===== config.mk =====
export PLATFORM = sky130hd
export DESIGN_NAME = frame_cache_distance_replacement
export DESIGN_NICKNAME = d
export VERILOG_FILES = /design/src/sv/fcdr_pkg.sv /design/src/sv/fcdr_ctrl.sv /design/src/sv/fcdr_dp.sv /design/src/sv/frame_cache_distance_replacement.sv
export SDC_FILE = /design/constraint.sdc
export NUM_CORES = 2
export LEC_CHECK = 0
export ABC_AREA = 1
export BUFFER_PORTS_ARGS = -buffer_cell sky130_fd_sc_hd__buf_4
export CORE_ASPECT_RATIO = 1.25
export CORE_MARGIN = 8
export CORE_UTILIZATION = 40
export CTS_CLUSTER_DIAMETER = 50
export DETAILED_ROUTE_END_ITERATION = 10
export PLACE_DENSITY = 0.59
export SLEW_MARGIN = 10
export SYNTH_ARGS = -nofsm -noshare
export SYNTH_HDL_FRONTEND = slang
export SYNTH_HIERARCHICAL = 1
export SYNTH_SLANG_ARGS = --single-unit

===== constraint.sdc =====
create_clock -name clk -period 6.9 [get_ports clk]
set_clock_uncertainty 0.1 [all_clocks]
set_input_delay 1.035 -clock clk [delete_from_list [all_inputs] [get_ports clk]]
set_output_delay 1.035 -clock clk [all_outputs]
set_load 0.03 [all_outputs]

===== src/sv/fcdr_pkg.sv =====
// Shared types and constants for the frame cache tag table.
`timescale 1ns / 1ps
`default_nettype none

package fcdr_pkg;

    localparam int FRAME_W   = 31;
    localparam int BYTES_W   = 26;
    localparam int FMT_W     = 8;
    localparam int REQ_W     = 2;
    localparam int IDX_OUT_W = 4;
    localparam int MIB_W     = 10;
    localparam int MIB_SHIFT = 20;
    localparam int SCORE_W   = FRAME_W + 1;

    localparam logic [REQ_W-1:0] REQ_STORE  = 2'd0;
    localparam logic [REQ_W-1:0] REQ_LOOKUP = 2'd1;
    localparam logic [REQ_W-1:0] REQ_CLEAR  = 2'd2;

    typedef struct packed {
        logic [FRAME_W-1:0] frame;
        logic [BYTES_W-1:0] nbytes;
        logic [FMT_W-1:0]   fmt;
    } entry_t;

    // commands from the sequencer to the datapath
    typedef struct packed {
        logic capture;
        logic clear;
        logic rd_en;
        logic write;
        logic sub;
        logic add;
        logic load;
    } cmd_t;

    // status from the datapath to the sequencer
    typedef struct packed {
        logic in_scan;
        logic in_clear;
        logic req_store;
        logic out_free;
    } stat_t;

endpackage

`default_nettype wire


===== src/sv/fcdr_ctrl.sv =====
// Request sequencer: accept, slot scan, write-back, result handoff.
`timescale 1ns / 1ps
`default_nettype none

module fcdr_ctrl
    import fcdr_pkg::*;
#(
    parameter int SLOTS = 16
)
(
    input  wire logic                  clk,
    input  wire logic                  rst_n,
    input  wire logic                  in_valid,
    output logic                       in_ready,
    input  wire stat_t                 st,
    output cmd_t                       cmd,
    output logic [((SLOTS > 1) ? $clog2(SLOTS) : 1)-1:0] rd_addr
);

    localparam int SLOT_W = (SLOTS > 1) ? $clog2(SLOTS) : 1;
    localparam int CNT_W  = $clog2(SLOTS + 1);

    localparam logic [2:0] S_IDLE  = 3'd0;
    localparam logic [2:0] S_SCAN  = 3'd1;
    localparam logic [2:0] S_WRITE = 3'd2;
    localparam logic [2:0] S_ADD   = 3'd3;
    localparam logic [2:0] S_RESP  = 3'd4;

    logic [2:0]       state_reg, state_next;
    logic [CNT_W-1:0] cnt_reg, cnt_next;
    logic             in_fire;
    logic             scan_last;

    assign in_ready  = (state_reg == S_IDLE);
    assign in_fire   = in_valid && in_ready;
    assign scan_last = (cnt_reg == CNT_W'(SLOTS));
    assign rd_addr   = cnt_reg[SLOT_W-1:0];

    always_comb
    begin
        state_next  = state_reg;
        cnt_next    = cnt_reg;
        cmd         = '0;
        cmd.capture = in_fire;
        unique case (state_reg)
            S_IDLE:
            begin
                if (in_fire)
                begin
                    cnt_next  = '0;
                    cmd.clear = st.in_clear;
                    state_next = st.in_scan ? S_SCAN : S_RESP;
                end
            end
            S_SCAN:
            begin
                cmd.rd_en = !scan_last;
                if (scan_last)
                    state_next = st.req_store ? S_WRITE : S_RESP;
                else
                    cnt_next = cnt_reg + CNT_W'(1);
            end
            S_WRITE:
            begin
                cmd.write  = 1'b1;
                cmd.sub    = 1'b1;
                state_next = S_ADD;
            end
            S_ADD:
            begin
                cmd.add    = 1'b1;
                state_next = S_RESP;
            end
            S_RESP:
            begin
                if (st.out_free)
                begin
                    cmd.load   = 1'b1;
                    state_next = S_IDLE;
                end
            end
            default:
            begin
                state_next = S_IDLE;
            end
        endcase
    end

    always_ff @(posedge clk or negedge rst_n)
    begin
        if (!rst_n)
        begin
            state_reg <= S_IDLE;
            cnt_reg   <= '0;
        end
        else
        begin
            state_reg <= state_next;
            cnt_reg   <= cnt_next;
        end
    end

    a_cnt_bound: assert property (@(posedge clk) disable iff (!rst_n)
        (state_reg == S_SCAN) |-> (cnt_reg <= CNT_W'(SLOTS)))
        else $error("scan counter ran past the last slot");

    a_accept_leaves_idle: assert property (@(posedge clk) disable iff (!rst_n)
        in_fire |=> (state_reg != S_IDLE))
        else $error("sequencer stayed idle after a transfer");

    a_write_then_add: assert property (@(posedge clk) disable iff (!rst_n)
        (state_reg == S_WRITE) |=> (state_reg == S_ADD))
        else $error("write-back not followed by the byte add");

endmodule

`default_nettype wire


===== src/sv/fcdr_dp.sv =====
// Tag table datapath: slot memory, valid bits, scan accumulators, byte total.
`timescale 1ns / 1ps
`default_nettype none

module fcdr_dp
    import fcdr_pkg::*;
#(
    parameter int SLOTS = 16
)
(
    input  wire logic                 clk,
    input  wire logic                 rst_n,
    input  wire cmd_t                 cmd,
    input  wire logic [((SLOTS > 1) ? $clog2(SLOTS) : 1)-1:0] rd_addr,
    input  wire logic [REQ_W-1:0]     req_type,
    input  wire logic [FRAME_W-1:0]   frame_number,
    input  wire logic [BYTES_W-1:0]   frame_bytes,
    input  wire logic [FMT_W-1:0]     frame_format,
    input  wire logic                 out_ready,
    output stat_t                     st,
    output logic                      out_valid,
    output logic                      hit,
    output logic                      stored,
    output logic [IDX_OUT_W-1:0]      slot_id,
    output logic [BYTES_W-1:0]        held_bytes,
    output logic [FMT_W-1:0]          held_format,
    output logic [MIB_W-1:0]          total_mib
);

    localparam int SLOT_W = (SLOTS > 1) ? $clog2(SLOTS) : 1;
    localparam int TOT_W  = BYTES_W + $clog2(SLOTS + 1);

    // request capture
    logic [REQ_W-1:0]   req_reg;
    logic [FRAME_W-1:0] frame_reg;
    logic [BYTES_W-1:0] bytes_reg;
    logic [FMT_W-1:0]   fmt_reg;

    // slot store
    entry_t             mem [SLOTS];
    entry_t             rd_data_reg;
    logic [SLOTS-1:0]   valid_reg;
    logic               rd_vld_reg;
    logic               rd_valid_reg;
    logic [SLOT_W-1:0]  rd_idx_reg;

    // scan accumulators
    logic               free_found_reg;
    logic [SLOT_W-1:0]  free_idx_reg;
    logic [SCORE_W-1:0] best_score_reg;
    logic [SLOT_W-1:0]  best_idx_reg;
    logic [BYTES_W-1:0] best_bytes_reg;
    logic               hit_reg;
    logic [SLOT_W-1:0]  hit_idx_reg;
    logic [BYTES_W-1:0] hit_bytes_reg;
    logic [FMT_W-1:0]   hit_fmt_reg;
    logic [SLOT_W-1:0]  wslot_reg;

    logic [TOT_W-1:0]   total_reg;

    // output register
    logic               out_valid_reg;
    logic               out_hit_reg;
    logic               out_stored_reg;
    logic [IDX_OUT_W-1:0] out_idx_reg;
    logic [BYTES_W-1:0] out_bytes_reg;
    logic [FMT_W-1:0]   out_fmt_reg;
    logic [MIB_W-1:0]   out_mib_reg;

    logic [FRAME_W-1:0] ahead_diff;
    logic [FRAME_W-1:0] behind_diff;
    logic               tag_ahead;
    logic [SCORE_W-1:0] score;
    logic [SLOT_W-1:0]  wslot;
    logic               store_done;
    logic               lookup_req;
    logic [SLOT_W-1:0]  res_idx;
    logic [SLOT_W+IDX_OUT_W-1:0] res_idx_ext;
    logic [TOT_W+MIB_W-1:0] tot_ext;
    logic               mib_sat;
    logic [MIB_W-1:0]   mib;
    logic               out_fire;

    assign st.in_scan   = (req_type == REQ_LOOKUP)
                       || ((req_type == REQ_STORE) && (frame_bytes != '0));
    assign st.in_clear  = (req_type == REQ_CLEAR);
    assign st.req_store = (req_reg == REQ_STORE);
    assign st.out_free  = !out_valid_reg || out_ready;

    // distance score of the slot just read
    assign tag_ahead   = (rd_data_reg.frame >= frame_reg);
    assign ahead_diff  = rd_data_reg.frame - frame_reg;
    assign behind_diff = frame_reg - rd_data_reg.frame;
    assign score       = tag_ahead ? {1'b0, ahead_diff} : {behind_diff, 1'b0};

    assign wslot       = free_found_reg ? free_idx_reg : best_idx_reg;
    assign store_done  = (req_reg == REQ_STORE) && (bytes_reg != '0);
    assign lookup_req  = (req_reg == REQ_LOOKUP);
    assign res_idx     = store_done ? wslot_reg : hit_idx_reg;
    assign res_idx_ext = {{IDX_OUT_W{1'b0}}, res_idx};

    assign tot_ext = {{MIB_W{1'b0}}, total_reg};
    assign mib_sat = |tot_ext[TOT_W+MIB_W-1:MIB_SHIFT+MIB_W];
    assign mib     = mib_sat ? {MIB_W{1'b1}} : tot_ext[MIB_SHIFT+MIB_W-1:MIB_SHIFT];

    assign out_fire = out_valid_reg && out_ready;

    // payload registers
    always_ff @(posedge clk)
    begin
        if (cmd.capture)
        begin
            req_reg   <= req_type;
            frame_reg <= frame_number;
            bytes_reg <= frame_bytes;
            fmt_reg   <= frame_format;
        end
        if (cmd.rd_en)
            rd_data_reg <= mem[rd_addr];
        if (cmd.write)
        begin
            mem[wslot] <= '{frame: frame_reg, nbytes: bytes_reg, fmt: fmt_reg};
            wslot_reg  <= wslot;
        end
        rd_idx_reg   <= rd_addr;
        rd_valid_reg <= valid_reg[rd_addr];
        if (rd_vld_reg)
        begin
            if (!free_found_reg && !rd_valid_reg)
                free_idx_reg <= rd_idx_reg;
            if ((rd_idx_reg == '0) || (score > best_score_reg))
            begin
                best_score_reg <= score;
                best_idx_reg   <= rd_idx_reg;
                best_bytes_reg <= rd_data_reg.nbytes;
            end
            if (!hit_reg && rd_valid_reg && (rd_data_reg.frame == frame_reg))
            begin
                hit_idx_reg   <= rd_idx_reg;
                hit_bytes_reg <= rd_data_reg.nbytes;
                hit_fmt_reg   <= rd_data_reg.fmt;
            end
        end
        if (cmd.load)
        begin
            out_hit_reg    <= lookup_req && hit_reg;
            out_stored_reg <= store_done;
            out_idx_reg    <= (store_done || (lookup_req && hit_reg))
                              ? res_idx_ext[IDX_OUT_W-1:0] : '0;
            out_bytes_reg  <= (lookup_req && hit_reg) ? hit_bytes_reg : '0;
            out_fmt_reg    <= (lookup_req && hit_reg) ? hit_fmt_reg : '0;
            out_mib_reg    <= mib;
        end
    end

    // control state
    always_ff @(posedge clk or negedge rst_n)
    begin
        if (!rst_n)
        begin
            valid_reg      <= '0;
            total_reg      <= '0;
            rd_vld_reg     <= 1'b0;
            free_found_reg <= 1'b0;
            hit_reg        <= 1'b0;
            out_valid_reg  <= 1'b0;
        end
        else
        begin
            rd_vld_reg <= cmd.rd_en;
            if (cmd.capture)
            begin
                free_found_reg <= 1'b0;
                hit_reg        <= 1'b0;
            end
            else if (rd_vld_reg)
            begin
                if (!rd_valid_reg)
                    free_found_reg <= 1'b1;
                if (rd_valid_reg && (rd_data_reg.frame == frame_reg))
                    hit_reg <= 1'b1;
            end
            if (cmd.clear)
            begin
                valid_reg <= '0;
                total_reg <= '0;
            end
            else if (cmd.sub)
            begin
                valid_reg[wslot] <= 1'b1;
                if (!free_found_reg)
                    total_reg <= total_reg - TOT_W'(best_bytes_reg);
            end
            else if (cmd.add)
            begin
                total_reg <= total_reg + TOT_W'(bytes_reg);
            end
            if (cmd.load)
                out_valid_reg <= 1'b1;
            else if (out_fire)
                out_valid_reg <= 1'b0;
        end
    end

    assign out_valid   = out_valid_reg;
    assign hit         = out_hit_reg;
    assign stored      = out_stored_reg;
    assign slot_id     = out_idx_reg;
    assign held_bytes  = out_bytes_reg;
    assign held_format = out_fmt_reg;
    assign total_mib   = out_mib_reg;

    a_hit_xor_store: assert property (@(posedge clk) disable iff (!rst_n)
        out_valid_reg |-> !(out_hit_reg && out_stored_reg))
        else $error("result flags both a hit and a store");

    a_miss_no_payload: assert property (@(posedge clk) disable iff (!rst_n)
        (out_valid_reg && !out_hit_reg) |-> ((out_bytes_reg == '0) && (out_fmt_reg == '0)))
        else $error("slot fields present without a hit");

    a_clear_empties: assert property (@(posedge clk) disable iff (!rst_n)
        cmd.clear |=> ((total_reg == '0) && (valid_reg == '0)))
        else $error("clear left slots or bytes behind");

endmodule

`default_nettype wire


===== src/sv/frame_cache_distance_replacement.sv =====
// Top level of the frame cache tag table: sequencer plus datapath.
`timescale 1ns / 1ps
`default_nettype none

// Frame cache tag table with distance-based replacement. Each transfer on the
// input channel is one request: store (req_type 0), lookup (1) or clear (2);
// code 3 changes nothing. A store of nonzero size fills the lowest empty slot,
// or, with every slot full, evicts the slot whose frame number scores highest
// (distance when the tag is at or ahead of the frame, twice the distance when
// behind; the lowest slot wins a tie). A lookup reports the lowest valid slot
// holding the frame number. Every request yields exactly one result transfer,
// and every result carries the running byte total in MiB, saturated at 1023.
// A lookup and a store of nonzero size scan the slot memory through its single
// read port, one slot per cycle, scoring each slot from the registered read
// data; a store then writes its chosen slot and updates the byte total. Clear,
// zero-size store and code 3 skip the scan and go straight to the result stage,
// which waits for a free output register. The input is ready again the cycle
// after the result loads. One request is in flight at a time; the input is
// ready again once its result sits in the output register, even if that result
// has not yet been taken. No clearing pass runs after reset: valid bits reset
// in flip-flops.
module frame_cache_distance_replacement
    import fcdr_pkg::*;
#(
    parameter int SLOTS = 16
)
(
    input  wire logic                 clk,
    input  wire logic                 rst_n,
    input  wire logic                 in_valid,
    output logic                      in_ready,
    input  wire logic [REQ_W-1:0]     req_type,
    input  wire logic [FRAME_W-1:0]   frame_number,
    input  wire logic [BYTES_W-1:0]   frame_bytes,
    input  wire logic [FMT_W-1:0]     frame_format,
    output logic                      out_valid,
    input  wire logic                 out_ready,
    output logic                      hit,
    output logic                      stored,
    output logic [IDX_OUT_W-1:0]      slot_id,
    output logic [BYTES_W-1:0]        held_bytes,
    output logic [FMT_W-1:0]          held_format,
    output logic [MIB_W-1:0]          total_mib
);

    localparam int SLOT_W = (SLOTS > 1) ? $clog2(SLOTS) : 1;

    cmd_t              cmd;
    stat_t             st;
    logic [SLOT_W-1:0] rd_addr;

    // sequencer: owns the scan counter and decides each cycle's command
    fcdr_ctrl #(
        .SLOTS (SLOTS)
    ) u_ctrl (
        .clk      (clk),
        .rst_n    (rst_n),
        .in_valid (in_valid),
        .in_ready (in_ready),
        .st       (st),
        .cmd      (cmd),
        .rd_addr  (rd_addr)
    );

    // datapath: slot memory, scoring, byte total and the output register
    fcdr_dp #(
        .SLOTS (SLOTS)
    ) u_dp (
        .clk          (clk),
        .rst_n        (rst_n),
        .cmd          (cmd),
        .rd_addr      (rd_addr),
        .req_type     (req_type),
        .frame_number (frame_number),
        .frame_bytes  (frame_bytes),
        .frame_format (frame_format),
        .out_ready    (out_ready),
        .st           (st),
        .out_valid    (out_valid),
        .hit          (hit),
        .stored       (stored),
        .slot_id      (slot_id),
        .held_bytes   (held_bytes),
        .held_format  (held_format),
        .total_mib    (total_mib)
    );

endmodule

`default_nettype wire


# --- After elaboration in Yosys (flattened, before gate mapping) ---
# Memories as Yosys holds them, arrays and structs flattened. A register that Yosys moved wholly into a read port is not among the register bits.
# Index checks and enable logic that the tools add are counted.
word_totals:
  register_bits: 289
  mem_bits_rw: 1040
  input_bits: 71
  out_inout_bits: 52
  wordCells: 133
  n_memories: 1
memory_table:
  columns: ["name", "words", "width", "rd", "rd_clocked_by_memory_dff", "wr", "line", "source"]
  rows:
  - ["u_dp.mem", 16, 65, 1, 1, 1, "fcdr_dp.sv:40", "entry_t mem [SLOTS];"]
op_classes:
  add_sub_neg: 5
  order_cmp: 5
  eq_ne: 15
  muxes: 39
  bitwise: 1
  n_reduce_logical: 39
op_table:
  columns: ["op", "n"]
  rows:
  - ["$mux 31", 4]
  - ["$sub 31x31->31", 2]
  - ["$reduce_bool 26->1", 2]
  - ["$gt 32x32->1", 1]
  - ["$mux 16", 2]
  - ["$mux 32", 1]
  - ["$add 31x26->31", 1]
  - ["$eq 31x31->1", 1]
  - ["$ge 31x31->1", 1]
  - ["$sub 31x26->31", 1]
  - ["$mux 1", 18]
  - ["$or 16x16->16", 1]
  - ["$mux 3", 5]
  - ["$pmux 3 s5", 1]
  - ["$reduce_and 2->1", 6]
  - ["$logic_and 1x1->1", 10]
  - ["$lt 4x5->1 const B", 2]
  - ["$mux 5", 2]
  - ["$pmux 5 s2", 1]
  - ["$reduce_bool 2->1", 5]
  - ["$mux 4", 2]
  - ["$ne 2x2->1 const B", 4]
  - ["$eq 3x2->1 const B", 2]
  - ["$reduce_and 3->1", 2]
  - ["other kinds (18)", 27]

# --- Depth between registers and ports, before layout ---
logic_depth:
  ltp_word: 8
  ltp_mapped: 30
  mapped_depth_nobuf: 28

# --- Modules after synthesis ---
# Netlist, hierarchy kept.
modules_own_cells:
  columns: ["module", "instances", "cells_each", "area_per_inst_um2", "seq_area_each_um2"]
  rows:
  - ["fcdr_dp", 1, 5159, 61290.0, 41314.6]
  - ["fcdr_ctrl", 1, 91, 598.1, 200.2]

# --- Least setup slack after synthesis ---
# Ideal clock, no wire load.
synth_timing:
  kind: "register to register"
  start: "reg u_dp.frame_reg[14]"
  end: "reg u_dp.best_bytes_reg[0] (enable)"
  setup_time_ns: 0.502
  arrival_time_ns: 5.894
  required_time_ns: 6.298
  path_slack_ns: 0.404
  stages_incl_launch_ff: 24
  n_path_buf: 2
  period_less_slack_ns: 6.496
  path_cell_list: "edfxtp_1 -> inv_1 -> ha_1 -> buf_2 -> nand2_1 -> nor2_2 -> inv_1 -> nor2_2 -> nand2_1 -> nand2_2 -> nand2_1 -> nand2_4 -> buf_6 -> nand3_1 -> nand2_1 -> inv_1 -> ha_1 -> nand2_1 -> nor3_1 -> and3_1 -> nand2_1 -> nand2_1 -> nand2_1 -> a21oi_1"
synth_between:
  elab_chain_cells: 5
  elab_cells_between_ends: 7
  cone_classes: "2 x add/sub; 2 x order compare; 1 x mux; 2 x reduce/logical"
synth_lines:
  columns: ["item", "line", "source"]
  rows:
  - ["from (decl)", "fcdr_dp.sv:35", "logic [FRAME_W-1:0] frame_reg;"]
  - ["from (signal assigned)", "fcdr_dp.sv:114", "frame_reg <= frame_number;"]
  - ["$sub 31x31->31 (tied with other cells)", "fcdr_dp.sv:93", "assign behind_diff = frame_reg - rd_data_reg.frame;"]
  - ["$mux 32 (*)", "fcdr_dp.sv:94", "assign score = tag_ahead ? {1'b0, ahead_diff} : {behind_diff, 1'b0};"]
  - ["named net u_dp.score[30]", "fcdr_dp.sv:73", "logic [SCORE_W-1:0] score;"]
  - ["$gt 32x32->1 (*)", "fcdr_dp.sv:131", "if ((rd_idx_reg == '0) || (score > best_score_reg))"]
  - ["$logic_or 1x1->1 (*)", "fcdr_dp.sv:131", null]
  - ["$reduce_and 2->1 (no line) (*)", null, null]
  - ["to (signal assigned)", "fcdr_dp.sv:135", "best_bytes_reg <= rd_data_reg.nbytes;"]
  - ["to (decl)", "fcdr_dp.sv:52", "logic [BYTES_W-1:0] best_bytes_reg;"]
# The timed path passes the listed nets; every way through them passes the cells marked *.
# A chain may end at the register's enable or synchronous reset.

# --- Worst setup path in the final report ---
layout_timing:
  start: "reg u_dp.frame_reg[14]"
  end: "reg u_dp.best_bytes_reg[11] (enable)"
# The elaborated chain is that of the path after synthesis.

==> reports/qor.log <==
qor: global_route.grt_antenna_before_repair 4
qor: power.cellInternalPower 18.3 mW
qor: power.pwr-share-seq 39.5%
qor: clock_network.clock-sinks 1,394
qor: clock_network.tritoncts.num_buffers 147
qor: global_route.maximum_number_of_pins_on_one_net_before_global_route_repair 190
qor: drt.number_of_drc_violations_after_detailed_routing_iteration_0 3,364
qor: logic_synthesis.cell_type_with_the_highest_aggregate_area_in_the_netlist sky130_fd_sc_hd__edfxtp_1
qor: drt.post-route-drc-count 0
qor: clock_network.cts_htree_levels 4
qor: run.cap_viol_max_count 0
qor: worst_setup_path.timing.critical_path.mode_cell sky130_fd_sc_hd__nand2_1
qor: placed_design.port_buffers 122
qor: drt.vias_per_cell 5.26
qor: sta.max_freq 177 MHz
qor: logic_synthesis.synth_cell_type_count 48
qor: logic_synthesis.synth-edff-count 1,330
qor: drt.detail_route.wl_per_cell 22.3 µm
qor: logic_synthesis.ys_async_sr_fraction 4.23%
qor: drt.routed_wl 167 mm
qor: power.pwr-share-comb 33.4%
qor: worst_setup_path.critPathMaxFanout 41
qor: power.cellPowerDensity 415 nW/µm²
qor: global_route.grt.met1_usage 25.5%
qor: logic_synthesis.synth-simple-area-share 9.39%
qor: logic_synthesis.xor_and_xnor_fraction_of_the_mapped_netlist_area 0.552%
qor: logic_synthesis.synthesis.yosys.warnings 6
qor: logic_synthesis.synth.cell_area 61,900 µm²
qor: clock_network.hold_buffers 0
qor: power.reported_net_switching_power 10.7 mW
qor: placed_design.dp_hpwl 96.9 mm
qor: sta.layout_worst_path_cycle_share 82.1%
qor: clock_network.cts.repair.resized 0
qor: logic_synthesis.post_synth_fa_ha_maj_area_fraction 2.64%
qor: final_layout.largest_register_ffs 1,040
qor: floorplanning.die_width 368 µm
qor: clock_network.cts.repair_timing.setup_buffer_count 0
qor: drt.antenna_violating_nets_post_route 0
qor: sta.rsz0062_at_grt false
qor: power.peak_supply_drop 0.310 mV
qor: sta.finalSetupViolations 0
qor: placed_design.gp_congestion 0.963
qor: sta.min_period 5.66 ns
qor: logic_synthesis.avgSynthCellArea 11.8 µm²
qor: power.static-leakage-power 26.7 nW
qor: global_route.grt.met3_usage 2.64%
qor: final_layout.finish.net_count 5,546
qor: sta.final-max-slew-violation-count 0
qor: worst_setup_path.reg2regPathDepth 21
qor: global_route.top_usage_layer met2
qor: min_path.kind_of_path_behind_the_tightest_hold_check input pin to async pin
qor: power.p_clk_share 27.1%
qor: worst_setup_path.crit_path_start_kind register
qor: worst_setup_path.critical_path.cell_chain inv_1, ha_1, nand2_1, inv_1, nand2_1, nand2_1, a21oi_1, a21oi_1, nor2_2, nand3_1, nand2_1, inv_1, ha_1, nand4_1, nor3_1, and3_1, nand2_1, nand2_1, nand2_1, a21oi_4, buf_12
qor: power.power.switching_fraction 37.0%
qor: floorplanning.die_height 456 µm
qor: sta.tightest_slew 1.21 ns
qor: global_route.grt_util_all_layers 19.3%
qor: logic_synthesis.synth_top_cells_by_area sky130_fd_sc_hd__edfxtp_1, sky130_fd_sc_hd__nand2_1, sky130_fd_sc_hd__inv_1
qor: clock_network.tritoncts done
qor: logic_synthesis.synth_compound_area_share 9.80%
qor: floorplanning.dieArea 168,000 µm²
qor: worst_setup_path.crit_path_end_kind register
qor: drt.firstDrtPassIters 5
qor: logic_synthesis.yosys-mux-area-fraction 4.22%
qor: clock_network.ctsLongestPathBuffers 3
qor: global_route.grt_overflow 0
qor: floorplanning.effective_utilization_at_floorplan 40.2%
qor: floorplanning.io-pin-count 123
qor: clock_network.clk-insertion-delay-late 0.79 ns
qor: status.outcome finished, final reports clean
qor: logic_synthesis.synth_top_area_share 64.5%
qor: worst_setup_path.critical-path-slowest-cell sky130_fd_sc_hd__edfxtp_1
qor: final_layout.synthToLayoutAreaGrowth 12.8%
qor: worst_setup_path.cpPeakStageDelay 0.75 ns
qor: global_route.grtUsageMet2 32.8%
qor: worst_setup_path.critPathRequiredTime 7.27 ns
qor: logic_synthesis.postSynthRegisterBits 1,394
qor: global_route.grt_first_pass_wirelength 246 mm
qor: final_layout.drive_gt1_share 9.12%
qor: logic_synthesis.yosysSeqAreaShare 67.1%
qor: logic_synthesis.main_combinational_cell_family_by_area_after_synthesis compound AO/OA/AOI/OAI gates
qor: sta.relSlewSlack 19.3%
qor: floorplanning.coreArea 154,000 µm²
qor: sta.hold_viol_final 0
qor: drt.dr_total_vias 39,500
qor: logic_synthesis.synthesis.instances 5,250
qor: clock_network.clock-root-buffer sky130_fd_sc_hd__clkbuf_16
qor: worst_setup_path.crit_type register to register
qor: power.totalPowerFinal 29.0 mW
qor: logic_synthesis.synth_ff_type sky130_fd_sc_hd__edfxtp_1
qor: global_route.via_count_of_the_first_global_routing_pass 38,200
qor: worst_setup_path.critPathArrivalTime 6.03 ns
qor: floorplanning.row_count 161
qor: clock_network.worst_path_clk_slew 0.06 ns
qor: sta.fin_tns_setup 0 ns
qor: logic_synthesis.synthesis.nets 5,450
cells in the final DEF, fill, tap and decap left out, drive strengths merged, types with 2 or more instances in the layout:
| cell | Yosys | layout |
|---|---|---|
| nor3 | 42 | 42 |
| o21a | 10 | 10 |
| xnor2 | 12 | 12 |
| o211ai | 260 | 260 |
| or2 | 17 | 17 |
| clkinv | 3 | 56 |
| a21o | 3 | 3 |
| edfxtp | 1330 | 1330 |
| buf | 89 | 183 |
| nand4 | 27 | 27 |
| nor2 | 208 | 208 |
| clkinvlp | 0 | 5 |
| inv | 746 | 767 |
| nand2 | 823 | 823 |
| dfrtp | 59 | 59 |
| mux2i | 261 | 261 |
| ha | 126 | 126 |
| nand3 | 245 | 245 |
| diode | 0 | 2 |
| o21bai | 9 | 9 |
| clkbuf | 147 | 175 |
| a21oi | 376 | 376 |
| a22oi | 4 | 4 |
| bufinv | 0 | 11 |
| o22ai | 2 | 2 |
| dfxtp | 5 | 5 |
| nand3b | 10 | 10 |
| a22o | 4 | 4 |
| o221ai | 2 | 2 |
| nor4 | 6 | 6 |
| o21ai | 388 | 388 |
| xor2 | 27 | 27 |
| fa | 3 | 3 |
per-layer routing:
metal / part of all wire (%) / wire [µm] / up-vias
met1: 43 / 72300 / 19600
met2: 49 / 82000 / 1022
met5: 0.016 / 27 / -
li1: - / - / 18600
met3: 4.7 / 7820 / 265
met4: 2.9 / 4790 / 4
path summary, 6_finish.rpt:
| path | to | slack [ns] | from |
|---|---|---|---|
| hold reg to reg | u_dp/hit_fmt_reg[5] | 0.31 | u_dp/rd_data_reg[5] |
| hold / removal | u_dp/total_reg[4] | 0.25 | rst_n |
| setup / recovery | u_dp/best_bytes_reg[11] | 1.24 | u_dp/frame_reg[14] |
| setup reg to reg | u_dp/best_bytes_reg[11] | 1.24 | u_dp/frame_reg[14] |
| max in group asynchronous | u_ctrl/cnt_reg[0] | 5.76 | rst_n |
| min in group clk | u_dp/hit_fmt_reg[5] | 0.31 | u_dp/rd_data_reg[5] |
worst max-delay path, delay by kind of cell (launching register included):
kind	cells	cell delay [ns]
adder cells (fa/ha/maj)	2	0.76
flip-flops	1	0.75
AND/OR/NAND/NOR	12	2.15
buffers and inverters	4	0.57
AO/OA/AOI/OAI	3	0.97
synthesized netlist by cell type, drive strengths merged, types with 2 or more instances:
library cell and instances:
a22oi 4, inv 746, nand4 27, or2 17
a21oi 376, xnor2 12, dfrtp 59, dfxtp 5
o21a 10, nand3 245, nand2 823, xor2 27
clkinv 3, a21o 3, clkbuf 147, buf 89
o211ai 260, nor4 6, o21ai 388, nor3 42
fa 3, o21bai 9, mux2i 261, o22ai 2
ha 126, edfxtp 1330, a22o 4, o221ai 2
nor2 208, nand3b 10
power by group through the flow:
stage	Combinational [mW]	Sequential, mW	Clock, mW
6_report	9.68	11.5	7.84
2_1_floorplan	6.80	11.5	0
5_1_grt	10.8	11.6	8.32
4_1_cts	9.74	11.5	8.02
3_3_place_gp	9.66	11.6	0
3_5_place_dp	9.70	11.6	0
per-stage QoR:
| step | instances | hold WS (ns) | util [%] | area, µm² | setup slack (ns) |
|---|---|---|---|---|---|
| 6_report | 7501 | 0.247 | 45.4 | 69800 | 1.24 |
| 3_3_place_gp | 7234 | 0.306 | 42.2 | 65000 | 1.37 |
| 4_1_cts | 7499 | 0.232 | 45.4 | 69800 | 1.23 |
| 5_1_grt | 7500 | 0.276 | 45.4 | 69800 | 0.794 |
| 3_5_place_dp | 7234 | 0.309 | 42.2 | 65000 | 1.26 |
| 2_1_floorplan | 5250 | 0.300 | - | 61900 | 0.404 |
logic make-up (layout without fill, tap and decap cells):
kind of cell / Yosys count / in the layout
mux: 261 / 261
fa+ha+maj: 129 / 129
compound gates: 1060 / 1060
xor+xnor: 39 / 39
other cells: 0 / 2
simple gates: 1382 / 1382
buf+inv: 985 / 1197
flops: 1394 / 1394
final cells by class:
class,instances,area (µm²)
fill,14100,84100
multi-input combinational,2871,16600
timing repair buffer,183,1520
tap,2037,2550
inverter,749,2830
clock inverter,90,980
sequential,1394,41500
antenna,2,5.00
clock buffer,175,3830
Note: power is estimated with default switching activity, not from simulation.
